File: src/rtl/core/sync_length_xor_frame_receiver_assert.svh
// Assertion macros shared by the frame receiver RTL.
`ifndef SYNC_LENGTH_XOR_FRAME_RECEIVER_ASSERT_SVH
`define SYNC_LENGTH_XOR_FRAME_RECEIVER_ASSERT_SVH

// Same-cycle implication, checked out of reset.
`define SLFR_ASSERT_NOW(label, clk, rst_n, ante, cons) \
    label: assert property (@(posedge clk) disable iff (!(rst_n)) (ante) |-> (cons)) \
        else $error("frame receiver check failed");

// Next-cycle implication, checked out of reset.
`define SLFR_ASSERT_NEXT(label, clk, rst_n, ante, cons) \
    label: assert property (@(posedge clk) disable iff (!(rst_n)) (ante) |=> (cons)) \
        else $error("frame receiver check failed");

`endif

File: src/rtl/core/slfr_pkg.sv
`default_nettype none

package slfr_pkg;

    localparam int unsigned MAX_PAYLOAD_DEF = 256;

    localparam logic [7:0] SYNC_FIRST  = 8'hAA;
    localparam logic [7:0] SYNC_SECOND = 8'h55;

    typedef enum logic [1:0] {
        OP_RX      = 2'd0,
        OP_READ    = 2'd1,
        OP_RELEASE = 2'd2
    } opcode_t;

    typedef enum logic [2:0] {
        EV_NONE     = 3'd0,
        EV_GOOD     = 3'd1,
        EV_BADSUM   = 3'd2,
        EV_OVERSIZE = 3'd3,
        EV_DISCARD  = 3'd4
    } event_t;

    typedef enum logic [2:0] {
        PS_SYNC1,
        PS_SYNC2,
        PS_TYPE,
        PS_LENH,
        PS_LENL,
        PS_CHECK,
        PS_DATA
    } parse_state_t;

    // Per-word status from the parser, already reflecting the word's update.
    typedef struct packed {
        event_t      event_status;
        logic        frame_held;
        logic [7:0]  held_type;
        logic [8:0]  held_length;
        logic [31:0] good_frames;
        logic        rd_en;
    } slfr_status_t;

endpackage

`default_nettype wire

File: src/rtl/core/slfr_parser.sv
`default_nettype none

module slfr_parser #(
    parameter int unsigned MAX_PAYLOAD = 256,
    parameter int unsigned LW          = 9,
    parameter int unsigned AW          = 8
) (
    input  wire logic                 aclk,
    input  wire logic                 aresetn,
    input  wire logic                 accept,
    input  wire logic [1:0]           opcode,
    input  wire logic [7:0]           rx_byte,
    input  wire logic [7:0]           read_index,
    output slfr_pkg::slfr_status_t    status,
    output logic                      wr_en,
    output logic [AW-1:0]             wr_addr,
    output logic [7:0]                wr_data,
    output logic [AW-1:0]             rd_addr
);
    import slfr_pkg::*;

    localparam int unsigned CW = (LW > 8) ? LW : 8;
    localparam logic [CW-1:0] MAX_C   = CW'(MAX_PAYLOAD);
    localparam logic [15:0]   MAX_LEN = 16'(MAX_PAYLOAD);

    parse_state_t state_reg, state_next;

    logic [7:0]    type_reg, type_next;
    logic [7:0]    len_hi_reg, len_hi_next;
    logic [LW-1:0] frame_len_reg, frame_len_next;
    logic [LW-1:0] pos_reg, pos_next;
    logic [7:0]    run_xor_reg, run_xor_next;
    logic [7:0]    exp_xor_reg, exp_xor_next;
    logic          held_reg, held_next;
    logic [7:0]    held_type_reg, held_type_next;
    logic [LW-1:0] held_len_reg, held_len_next;
    logic [31:0]   count_reg, count_next;

    event_t        ev;
    logic          finish;
    logic [7:0]    fin_run;
    logic [7:0]    fin_exp;
    logic [15:0]   len_full;
    logic [LW-1:0] pos_inc;
    logic          rd_en;

    always_ff @(posedge aclk) begin
        if (!aresetn) begin
            state_reg <= PS_SYNC1;
        end else begin
            state_reg <= state_next;
        end
    end

    always_comb begin
        state_next     = state_reg;
        type_next      = type_reg;
        len_hi_next    = len_hi_reg;
        frame_len_next = frame_len_reg;
        pos_next       = pos_reg;
        run_xor_next   = run_xor_reg;
        exp_xor_next   = exp_xor_reg;
        held_next      = held_reg;
        held_type_next = held_type_reg;
        held_len_next  = held_len_reg;
        count_next     = count_reg;
        ev             = EV_NONE;
        finish         = 1'b0;
        fin_run        = run_xor_reg;
        fin_exp        = exp_xor_reg;
        wr_en          = 1'b0;
        rd_en          = 1'b0;
        len_full       = {len_hi_reg, rx_byte};
        pos_inc        = pos_reg + 1'b1;

        if (accept) begin
            unique case (opcode)
                OP_RX: begin
                    unique case (state_reg)
                        PS_SYNC1: begin
                            if (rx_byte == SYNC_FIRST) begin
                                state_next = PS_SYNC2;
                            end
                        end
                        PS_SYNC2: begin
                            state_next = (rx_byte == SYNC_SECOND) ? PS_TYPE : PS_SYNC1;
                        end
                        PS_TYPE: begin
                            type_next    = rx_byte;
                            run_xor_next = rx_byte;
                            state_next   = PS_LENH;
                        end
                        PS_LENH: begin
                            len_hi_next  = rx_byte;
                            run_xor_next = run_xor_reg ^ rx_byte;
                            state_next   = PS_LENL;
                        end
                        PS_LENL: begin
                            run_xor_next   = run_xor_reg ^ rx_byte;
                            pos_next       = '0;
                            frame_len_next = LW'(len_full);
                            if (len_full > MAX_LEN) begin
                                state_next = PS_SYNC1;
                                ev         = EV_OVERSIZE;
                            end else begin
                                state_next = PS_CHECK;
                            end
                        end
                        PS_CHECK: begin
                            exp_xor_next = rx_byte;
                            if (frame_len_reg == '0) begin
                                finish  = 1'b1;
                                fin_exp = rx_byte;
                            end else begin
                                state_next = PS_DATA;
                            end
                        end
                        PS_DATA: begin
                            run_xor_next = run_xor_reg ^ rx_byte;
                            fin_run      = run_xor_reg ^ rx_byte;
                            wr_en        = !held_reg;
                            pos_next     = pos_inc;
                            if (pos_inc == frame_len_reg) begin
                                finish = 1'b1;
                            end
                        end
                        default: begin
                            state_next = PS_SYNC1;
                        end
                    endcase
                end
                OP_READ: begin
                    rd_en = held_reg && (CW'(read_index) < CW'(held_len_reg))
                            && (CW'(read_index) < MAX_C);
                end
                OP_RELEASE: begin
                    held_next = 1'b0;
                end
                default: begin
                end
            endcase

            // Close the frame: check the sum, then take it unless one is held.
            if (finish) begin
                state_next = PS_SYNC1;
                if (fin_run != fin_exp) begin
                    ev = EV_BADSUM;
                end else if (held_reg) begin
                    ev = EV_DISCARD;
                end else begin
                    ev             = EV_GOOD;
                    held_next      = 1'b1;
                    held_type_next = type_reg;
                    held_len_next  = frame_len_reg;
                    count_next     = count_reg + 32'd1;
                end
            end
        end
    end

    always_ff @(posedge aclk) begin
        type_reg      <= type_next;
        len_hi_reg    <= len_hi_next;
        frame_len_reg <= frame_len_next;
        pos_reg       <= pos_next;
        run_xor_reg   <= run_xor_next;
        exp_xor_reg   <= exp_xor_next;
        held_type_reg <= held_type_next;
        held_len_reg  <= held_len_next;
        if (!aresetn) begin
            held_reg  <= 1'b0;
            count_reg <= '0;
        end else begin
            held_reg  <= held_next;
            count_reg <= count_next;
        end
    end

    assign wr_addr = pos_reg[AW-1:0];
    assign wr_data = rx_byte;
    assign rd_addr = AW'(read_index);

    assign status.event_status = ev;
    assign status.frame_held   = held_next;
    assign status.held_type    = held_next ? held_type_next : 8'd0;
    assign status.held_length  = held_next ? 9'(held_len_next) : 9'd0;
    assign status.good_frames  = count_next;
    assign status.rd_en        = rd_en;

`include "sync_length_xor_frame_receiver_assert.svh"

    `SLFR_ASSERT_NOW(a_no_write_while_held, aclk, aresetn, wr_en, !held_reg)
    `SLFR_ASSERT_NEXT(a_good_takes_frame, aclk, aresetn, accept && (ev == EV_GOOD),
        held_reg && (count_reg == $past(count_reg) + 32'd1))
    `SLFR_ASSERT_NOW(a_discard_only_held, aclk, aresetn, accept && (ev == EV_DISCARD),
        held_reg && held_next)

endmodule

`default_nettype wire

File: src/rtl/core/sync_length_xor_frame_receiver.sv
// Pipeline: an accepted word's status is registered in stage one, beside the
// registered buffer read, and moves on to the output register when that is free.
// Throughput: one word per cycle while the output register is free or being taken;
// the parser drives the single-port payload buffer write and the registered buffer read.
// Reset: synchronous, active low; parser back to first sync, nothing held,
// frame count zero. The payload buffer is not cleared: reads are gated by held length.
`default_nettype none

module sync_length_xor_frame_receiver #(
    parameter int unsigned MAX_PAYLOAD = slfr_pkg::MAX_PAYLOAD_DEF
) (
    input  wire logic        aclk,
    input  wire logic        aresetn,
    input  wire logic        s_valid,
    output logic             s_ready,
    input  wire logic [1:0]  s_opcode,
    input  wire logic [7:0]  s_rx_byte,
    input  wire logic [7:0]  s_read_index,
    output logic             m_valid,
    input  wire logic        m_ready,
    output logic [2:0]       m_event_status,
    output logic             m_frame_held,
    output logic [7:0]       m_held_type,
    output logic [8:0]       m_held_length,
    output logic [7:0]       m_read_data,
    output logic [31:0]      m_good_frames
);
    import slfr_pkg::*;

    // Length needs to hold MAX_PAYLOAD itself; the buffer address only its entries.
    localparam int unsigned LW = $clog2(MAX_PAYLOAD + 1);
    localparam int unsigned AW = (MAX_PAYLOAD > 1) ? $clog2(MAX_PAYLOAD) : 1;

    logic          accept;
    slfr_status_t  status;
    logic          wr_en;
    logic [AW-1:0] wr_addr;
    logic [7:0]    wr_data;
    logic [AW-1:0] rd_addr;

    // Payload buffer: written by the parser while nothing is held, read by
    // the read opcode only while a frame is held, so a word never reads and
    // writes the buffer at once. A write at one edge is seen by a read at the next.
    logic [7:0] payload_mem [MAX_PAYLOAD];
    logic [7:0] mem_rdata_reg;

    // Stage one: status of the accepted word, waiting for the buffer data.
    logic         s1_valid_reg, s1_valid_next;
    slfr_status_t s1_status_reg;
    logic         s1_adv;

    // Output register.
    logic         m_valid_reg, m_valid_next;
    slfr_status_t m_status_reg;
    logic [7:0]   m_rdata_reg;

    // Stage one moves on whenever the output register is free or being taken;
    // a new word enters whenever stage one is empty or moving on.
    assign s1_adv  = s1_valid_reg && (!m_valid_reg || m_ready);
    assign s_ready = !s1_valid_reg || s1_adv;
    assign accept  = s_valid && s_ready;

    slfr_parser #(
        .MAX_PAYLOAD (MAX_PAYLOAD),
        .LW          (LW),
        .AW          (AW)
    ) u_parser (
        .aclk       (aclk),
        .aresetn    (aresetn),
        .accept     (accept),
        .opcode     (s_opcode),
        .rx_byte    (s_rx_byte),
        .read_index (s_read_index),
        .status     (status),
        .wr_en      (wr_en),
        .wr_addr    (wr_addr),
        .wr_data    (wr_data),
        .rd_addr    (rd_addr)
    );

    // Read only on an accepted read word, so the data holds while stage one stalls.
    always_ff @(posedge aclk) begin
        if (wr_en) begin
            payload_mem[wr_addr] <= wr_data;
        end
        if (accept && status.rd_en) begin
            mem_rdata_reg <= payload_mem[rd_addr];
        end
    end

    always_comb begin
        s1_valid_next = s1_valid_reg;
        if (accept) begin
            s1_valid_next = 1'b1;
        end else if (s1_adv) begin
            s1_valid_next = 1'b0;
        end

        m_valid_next = m_valid_reg;
        if (s1_adv) begin
            m_valid_next = 1'b1;
        end else if (m_ready) begin
            m_valid_next = 1'b0;
        end
    end

    always_ff @(posedge aclk) begin
        if (!aresetn) begin
            s1_valid_reg <= 1'b0;
            m_valid_reg  <= 1'b0;
        end else begin
            s1_valid_reg <= s1_valid_next;
            m_valid_reg  <= m_valid_next;
        end
        if (accept) begin
            s1_status_reg <= status;
        end
        if (s1_adv) begin
            m_status_reg <= s1_status_reg;
            m_rdata_reg  <= s1_status_reg.rd_en ? mem_rdata_reg : 8'd0;
        end
    end

    assign m_valid        = m_valid_reg;
    assign m_event_status = m_status_reg.event_status;
    assign m_frame_held   = m_status_reg.frame_held;
    assign m_held_type    = m_status_reg.held_type;
    assign m_held_length  = m_status_reg.held_length;
    assign m_read_data    = m_rdata_reg;
    assign m_good_frames  = m_status_reg.good_frames;

`include "sync_length_xor_frame_receiver_assert.svh"

    `SLFR_ASSERT_NOW(a_idle_fields_zero, aclk, aresetn, m_valid && !m_frame_held,
        (m_held_type == 8'd0) && (m_held_length == 9'd0))
    `SLFR_ASSERT_NOW(a_read_needs_held, aclk, aresetn, m_valid && (m_read_data != 8'd0),
        m_frame_held)
    `SLFR_ASSERT_NEXT(a_stage_moves, aclk, aresetn, s1_valid_reg && (!m_valid || m_ready),
        m_valid)

endmodule

`default_nettype wire

File: config.mk
export PLATFORM = sky130hd
export DESIGN_NAME = sync_length_xor_frame_receiver
export DESIGN_NICKNAME = d
export VERILOG_FILES = /design/src/rtl/core/slfr_pkg.sv /design/src/rtl/core/slfr_parser.sv /design/src/rtl/core/sync_length_xor_frame_receiver.sv
export VERILOG_INCLUDE_DIRS = /design/src /design/src/rtl/core
export SDC_FILE = /design/constraint.sdc
export NUM_CORES = 2
export LEC_CHECK = 0
export BUFFER_PORTS_ARGS = -buffer_cell sky130_fd_sc_hd__buf_2
export CORE_MARGIN = 8
export CORE_UTILIZATION = 40
export DETAILED_ROUTE_END_ITERATION = 10
export HOLD_SLACK_MARGIN = 0.02
export PLACE_DENSITY = 0.55
export SLEW_MARGIN = 20
export SYNTH_ARGS = -nofsm -noshare
export SYNTH_HDL_FRONTEND = slang
export SYNTH_HIERARCHICAL = 1
export SYNTH_SLANG_ARGS = --single-unit
export TNS_END_PERCENT = 100
File: constraint.sdc
create_clock -name aclk -period 9.9 [get_ports aclk]
set_clock_uncertainty 0.05 [all_clocks]
set_input_delay 1.98 -clock aclk [delete_from_list [all_inputs] [get_ports aclk]]
set_output_delay 1.98 -clock aclk [all_outputs]
set_load 0.05 [all_outputs]
Yosys cells after proc, flatten, opt, wreduce, memory -nomap -nowiden --
Memory sizes are Yosys's and may differ from the RTL's. A register that Yosys moved wholly into a read port is not among the register bits. Cells that the tools add are included. Widths: inputs -> output; s select.
Cells by class: eq/ne operators 15, add/subtract/negate cells 2, $lt $le $gt $ge 2, muxes and demuxes 55, bitwise gates (word level) 1, reductions and logical operators 25
Operators by type and width (number):
- $mux 32 | 4
- $mux 8 | 11
- $mux 9 | 4
- $add 32x1->32 const B | 1
- $mux 3 | 10
- $pmux 3 s7 | 1
- $mux 1 | 20
- $pmux 9 s2 | 1
- $reduce_and 3->1 | 6
- $gt 16x9->1 const B | 1
- $pmux 8 s2 | 1
- $reduce_bool 2->1 | 5
- $add 9x1->9 const B | 1
- $eq 3x3->1 const B | 3
- $eq 9x9->1 | 1
- $logic_not 9->1 | 1
- $lt 8x9->1 | 1
- $eq 8x7->1 const B | 1
- $eq 8x8->1 const B | 1
- $ne 8x8->1 | 1
- $xor 8x8->8 | 1
- $eq 3x2->1 const B | 2
- $reduce_and 5->1 | 1
- $logic_and 1x1->1 | 4
- 13 further kinds | 17
Storage, ports and cells: memory bits (writable) 2048, output and inout port bits 63, memories kept 1, logic and storage cells 126, register bits after elaboration 220, input bits 22
Memories:
- payload_mem | depth 256, width 8, rd ports 1, clocked after memory_dff 1, wr ports 1, line sync_length_xor_frame_receiver.sv:44 | logic [7:0] payload_mem [MAX_PAYLOAD];

Logic depth before layout (Yosys ltp) --
depth after elaboration 10, gate-level depth with buffers 12, depth with buffers taken out 10

Modules after synthesis --
Netlist, hierarchy kept.
By module, submodules not included:
- sync_length_xor_frame_receiver | times used 1, area each 83377.5 µm², cells an instance 3894, seq. area each 65232.6 µm²
- slfr_parser | times used 1, area each 5906.9 µm², cells an instance 596, seq. area each 2562.5 µm²

Worst setup path after synthesis --
OpenSTA, ideal clock, no wires.
path type input port to flip-flop, start in m_ready, end mem payload_mem[234][0] (enable), arrival time 5.713 ns, cell stages on the path 10, library setup time 0.370 ns, data required time 9.480 ns, buffers on the path 3, setup slack 3.767 ns, path through nor2b_1 > nand2_1 > and2_1 > inv_1 > nor3_1 > clkbuf_1 > clkbuf_1 > nand3_1 > clkbuf_1 > nor2_1
Between the ends: cells in the longest elaborated chain, start to end 7
Ends and longest elaborated chain:
- start, declared | line sync_length_xor_frame_receiver.sv:20 | input wire logic m_ready,
- $logic_or 1x1->1 | line sync_length_xor_frame_receiver.sv:59 | assign s1_adv = s1_valid_reg && (!m_valid_reg || m_ready);
- $logic_and 1x1->1 | line sync_length_xor_frame_receiver.sv:59
- $logic_or 1x1->1 | line sync_length_xor_frame_receiver.sv:60 | assign s_ready = !s1_valid_reg || s1_adv;
- via s_ready | line sync_length_xor_frame_receiver.sv:15 | output logic s_ready,
- $logic_and 1x1->1 | line sync_length_xor_frame_receiver.sv:61 | assign accept = s_valid && s_ready;
- via accept | line sync_length_xor_frame_receiver.sv:34 | logic accept;
- $mux 1 | line slfr_parser.sv:76 | if (accept) begin
- via wr_en | line sync_length_xor_frame_receiver.sv:36 | logic wr_en;
- $mux 1 | line sync_length_xor_frame_receiver.sv:83 | if (wr_en) begin
- $mux 1 (not written as such) | line sync_length_xor_frame_receiver.sv:84 | payload_mem[wr_addr] <= wr_data;
- end, declared | line sync_length_xor_frame_receiver.sv:44
The timed path passes the listed nets, and every way through them passes these cells.

Final worst setup path --
start in s_read_index[0], end reg mem_rdata_reg[7], read port of payload_mem (data pin)
Between the ends: cells in the longest elaborated chain, start to end 5
Ends and longest elaborated chain:
- start, declared | line sync_length_xor_frame_receiver.sv:18 | input wire logic [7:0] s_read_index,
- $lt 8x9->1 | line slfr_parser.sv:133 | rd_en = held_reg && (CW'(read_index) < CW'(held_len_reg))
- $logic_and 1x1->1 | line slfr_parser.sv:133
- $mux 1 | line slfr_parser.sv:77 | unique case (opcode)
- $mux 1 | line slfr_parser.sv:76
- $logic_and 1x1->1 | line sync_length_xor_frame_receiver.sv:86 | if (accept && status.rd_en) begin
- end, declared | line sync_length_xor_frame_receiver.sv:45 | logic [7:0] mem_rdata_reg;
Parallel ways exist; a longest one is shown, timed or not. A chain may end at the register's enable or synchronous reset.

==> metrics.cfg <==
[floorplanning]
dieArea_mm2 = 0.2386
die_w_um = 488.5
rows = 173
die_y_um = 488.5
initial_core_util_pct = 40.20
core_mm2 = 0.2221
io_pins = 85

[placement]
gp_congestion = 0.8023
hpwl_mm = 132.6
io_buffers = 84
numPlacedInstances = 7342

[cts]
clock_sinks = 2276
hold_buffers = 0
htree_levels = 4
cts.repair.resized = 0
clkTransAtPathRegs_ps = 60
cts_buffers = 226
clockRootBuffer = clkbuf_16
cts_tree = done
cts_buffer_depth = 3
clkLatencyLatePin_ps = 860
post_cts.repair.setup_buffers = 0

[timing]
fmax_mhz = 186.1
rsz0062_at_grt = false
hold_viol_final = 0
maxSlewHeadroom_pct = 25.53
fin_crit_sh_pct = 54.28
tns_ps = 0
setup_viol = 0
maxSlewViolCount = 0
period_needed_ps = 5373
tightest_slew_ps = 1117
holdWs_ps = 367.8

[detailed_routing]
dr.pass1.iters = 6
dr.first_iter.drc_count = 4658
drc = 0
vias = 44100
wl_mm = 226.1
ant_nets = 0
wire_per_inst_um = 29.15
vias_per_cell = 5.684

[run]
drv_cap = 0

[logic_synthesis]
synth_ff_type = edfxtp_1
ys_ff_latch = 2276
synth_edf_count = 2221
ys_types = 76
async_reset_ff_share_pct = 0
ys_warn_count = 6
synth_cells = 4490
synth_nets = 4521
netlist_area_mm2 = 0.08928
avgSynthCellArea_um2 = 19.89
ys_seq_area_share_pct = 75.93

[worst_setup_path]
path_class = in -> reg
worstSetupEndpointType = flip-flop
cp_max_fo = 70
cp.required_ps = 10410
critical_path_arrival_ps = 5880
start_kind = primary input

[layout]
instances_no_fill = 7758
nNetsFinal = 4627
fillers = 19010
regArea_mm2 = 0.06780
multi_input_area_mm2 = 0.01970
layout-drive-gt1-share_pct = 20.90
syn_to_final_growth_pct = 11.44
fin_util_pct = 44.80
largest_reg_flops = 2048

[grt]
grt_pass1_vias = 44020
grt-ovfl-total = 0
grt_max_degree = 188
grtUsageTotal_pct = 18.55
grt_pass1_wl_mm = 324.7
grt_antenna_before_repair = 7

[power_and_ir_drop]
ir_worst_vdd_uv = 141.0
p_leak_uw = 0.03100
pwr_density_cell_mw_per_mm2 = 196.7

[outcome]
status = completed

[worst_hold_path]
hold_path.class = reg -> reg

-- worst max-delay path: stages --
cell	delay [ps]
buf_8	520
buf_12	540
buf_4	540
mux4_2	590
a22oi_1	340
a21oi_1	250
nor4_2	800
nor4b_2	100
-- cell families (layout without fill, tap and decap cells) --
group	after synthesis	in the layout	share of synthesized area (%)
other	0	2	0
muxes	624	624	13.25
buffers and inverters	306	597	2.167
and+or+nand+nor	735	735	4.074
xor gates and xnor gates	70	70	0.7483
adders and majority gates	9	9	0.1261
DFF	2276	2276	75.93
AOI/OAI and AO/OA	470	470	3.701
-- per-layer routing --
metal	up-vias	wire length (µm)	share of wire [%]	track usage [%]
met5	-	0	0	0
met4	0	5738	2.5	5.011
met3	294	14810	6.5	2.969
met2	1632	108000	48	29.59
met1	23510	97570	43	26.69
li1	18660	-	-	-
-- where the power goes --
part | internal [µW] | leakage [µW] | total, µW | switching, µW
sequential | 10600 | 0.0205 | 10600 | 6.81
clock | 4480 | 0.00338 | 8110 | 3640
combinational | 276 | 0.00714 | 864 | 589
-- cells in the mapped netlist, types with 43 or more instances --
library cell	instances	area, µm²
edfxtp_1	2221	66690
mux4_2	436	9819
nor2_1	318	1194
mux2i_1	152	1521
a22oi_1	150	1126
nand2_1	125	469.2
clkbuf_1	113	424.2
a21oi_1	65	325.3
buf_2	60	300.3
nand3_1	58	290.3
dfxtp_1	55	1101
xnor2_1	48	420.4
o221ai_1	43	376.6
-- metrics by stage --
| step | setup slack, ps | power [µW] | instance area [µm²] |
|---|---|---|---|
| floorplan | 3767 | 11370 | 89280 |
| global placement | 2715 | 11660 | 92460 |
| detailed placement | 3527 | 11680 | 92540 |
| CTS | 4467 | 19750 | 99450 |
| global route | 4323 | 20130 | 99490 |
| finish | 4527 | 19570 | 99500 |
-- area by class of cell --
class	count	share of cell area, %
diodes	2	0.005030
clock buffers	293	5.998
clock inverters	120	0.9545
inverters	19	0.07168
multi-input cells	1908	19.79
flip-flops and latches	2276	68.14
well taps	2975	3.741
repair buffers	165	1.295
-- final timing paths --
path | start | end | slack (ps) | cells past startpoint
worst max register to register | u_parser/frame_len_reg[0] | u_parser/held_type_reg[4] | 5310 | 8
worst min register to register | s1_status_reg[23] | m_good_frames[22] | 370 | 0
worst max-delay path | s_read_index[0] | mem_rdata_reg[7] | 4530 | 8
worst min-delay path | s1_status_reg[23] | m_good_frames[22] | 370 | 0
-- cells in the final DEF, fill, tap and decap left out, types with 23 or more instances in the layout --
cell type  instances
a211oi_1          27
a21oi_1           65
a22oi_1          150
and2_1            23
buf_2             73
buf_4             70
clkbuf_1          62
clkbuf_16        227
clkinv_1          50
clkinv_2          41
dfxtp_1           55
edfxtp_1        2221
mux2_2            30
mux2i_1          152
mux4_2           436
nand2_1          125
nand2b_1          33
nand3_1           57
nand4_1           23
nor2_1           315
nor4_1            32
o21ai_0           42
o221ai_1          43
o22ai_1           38
xnor2_1           48
Power figures use the tool's default switching activity.
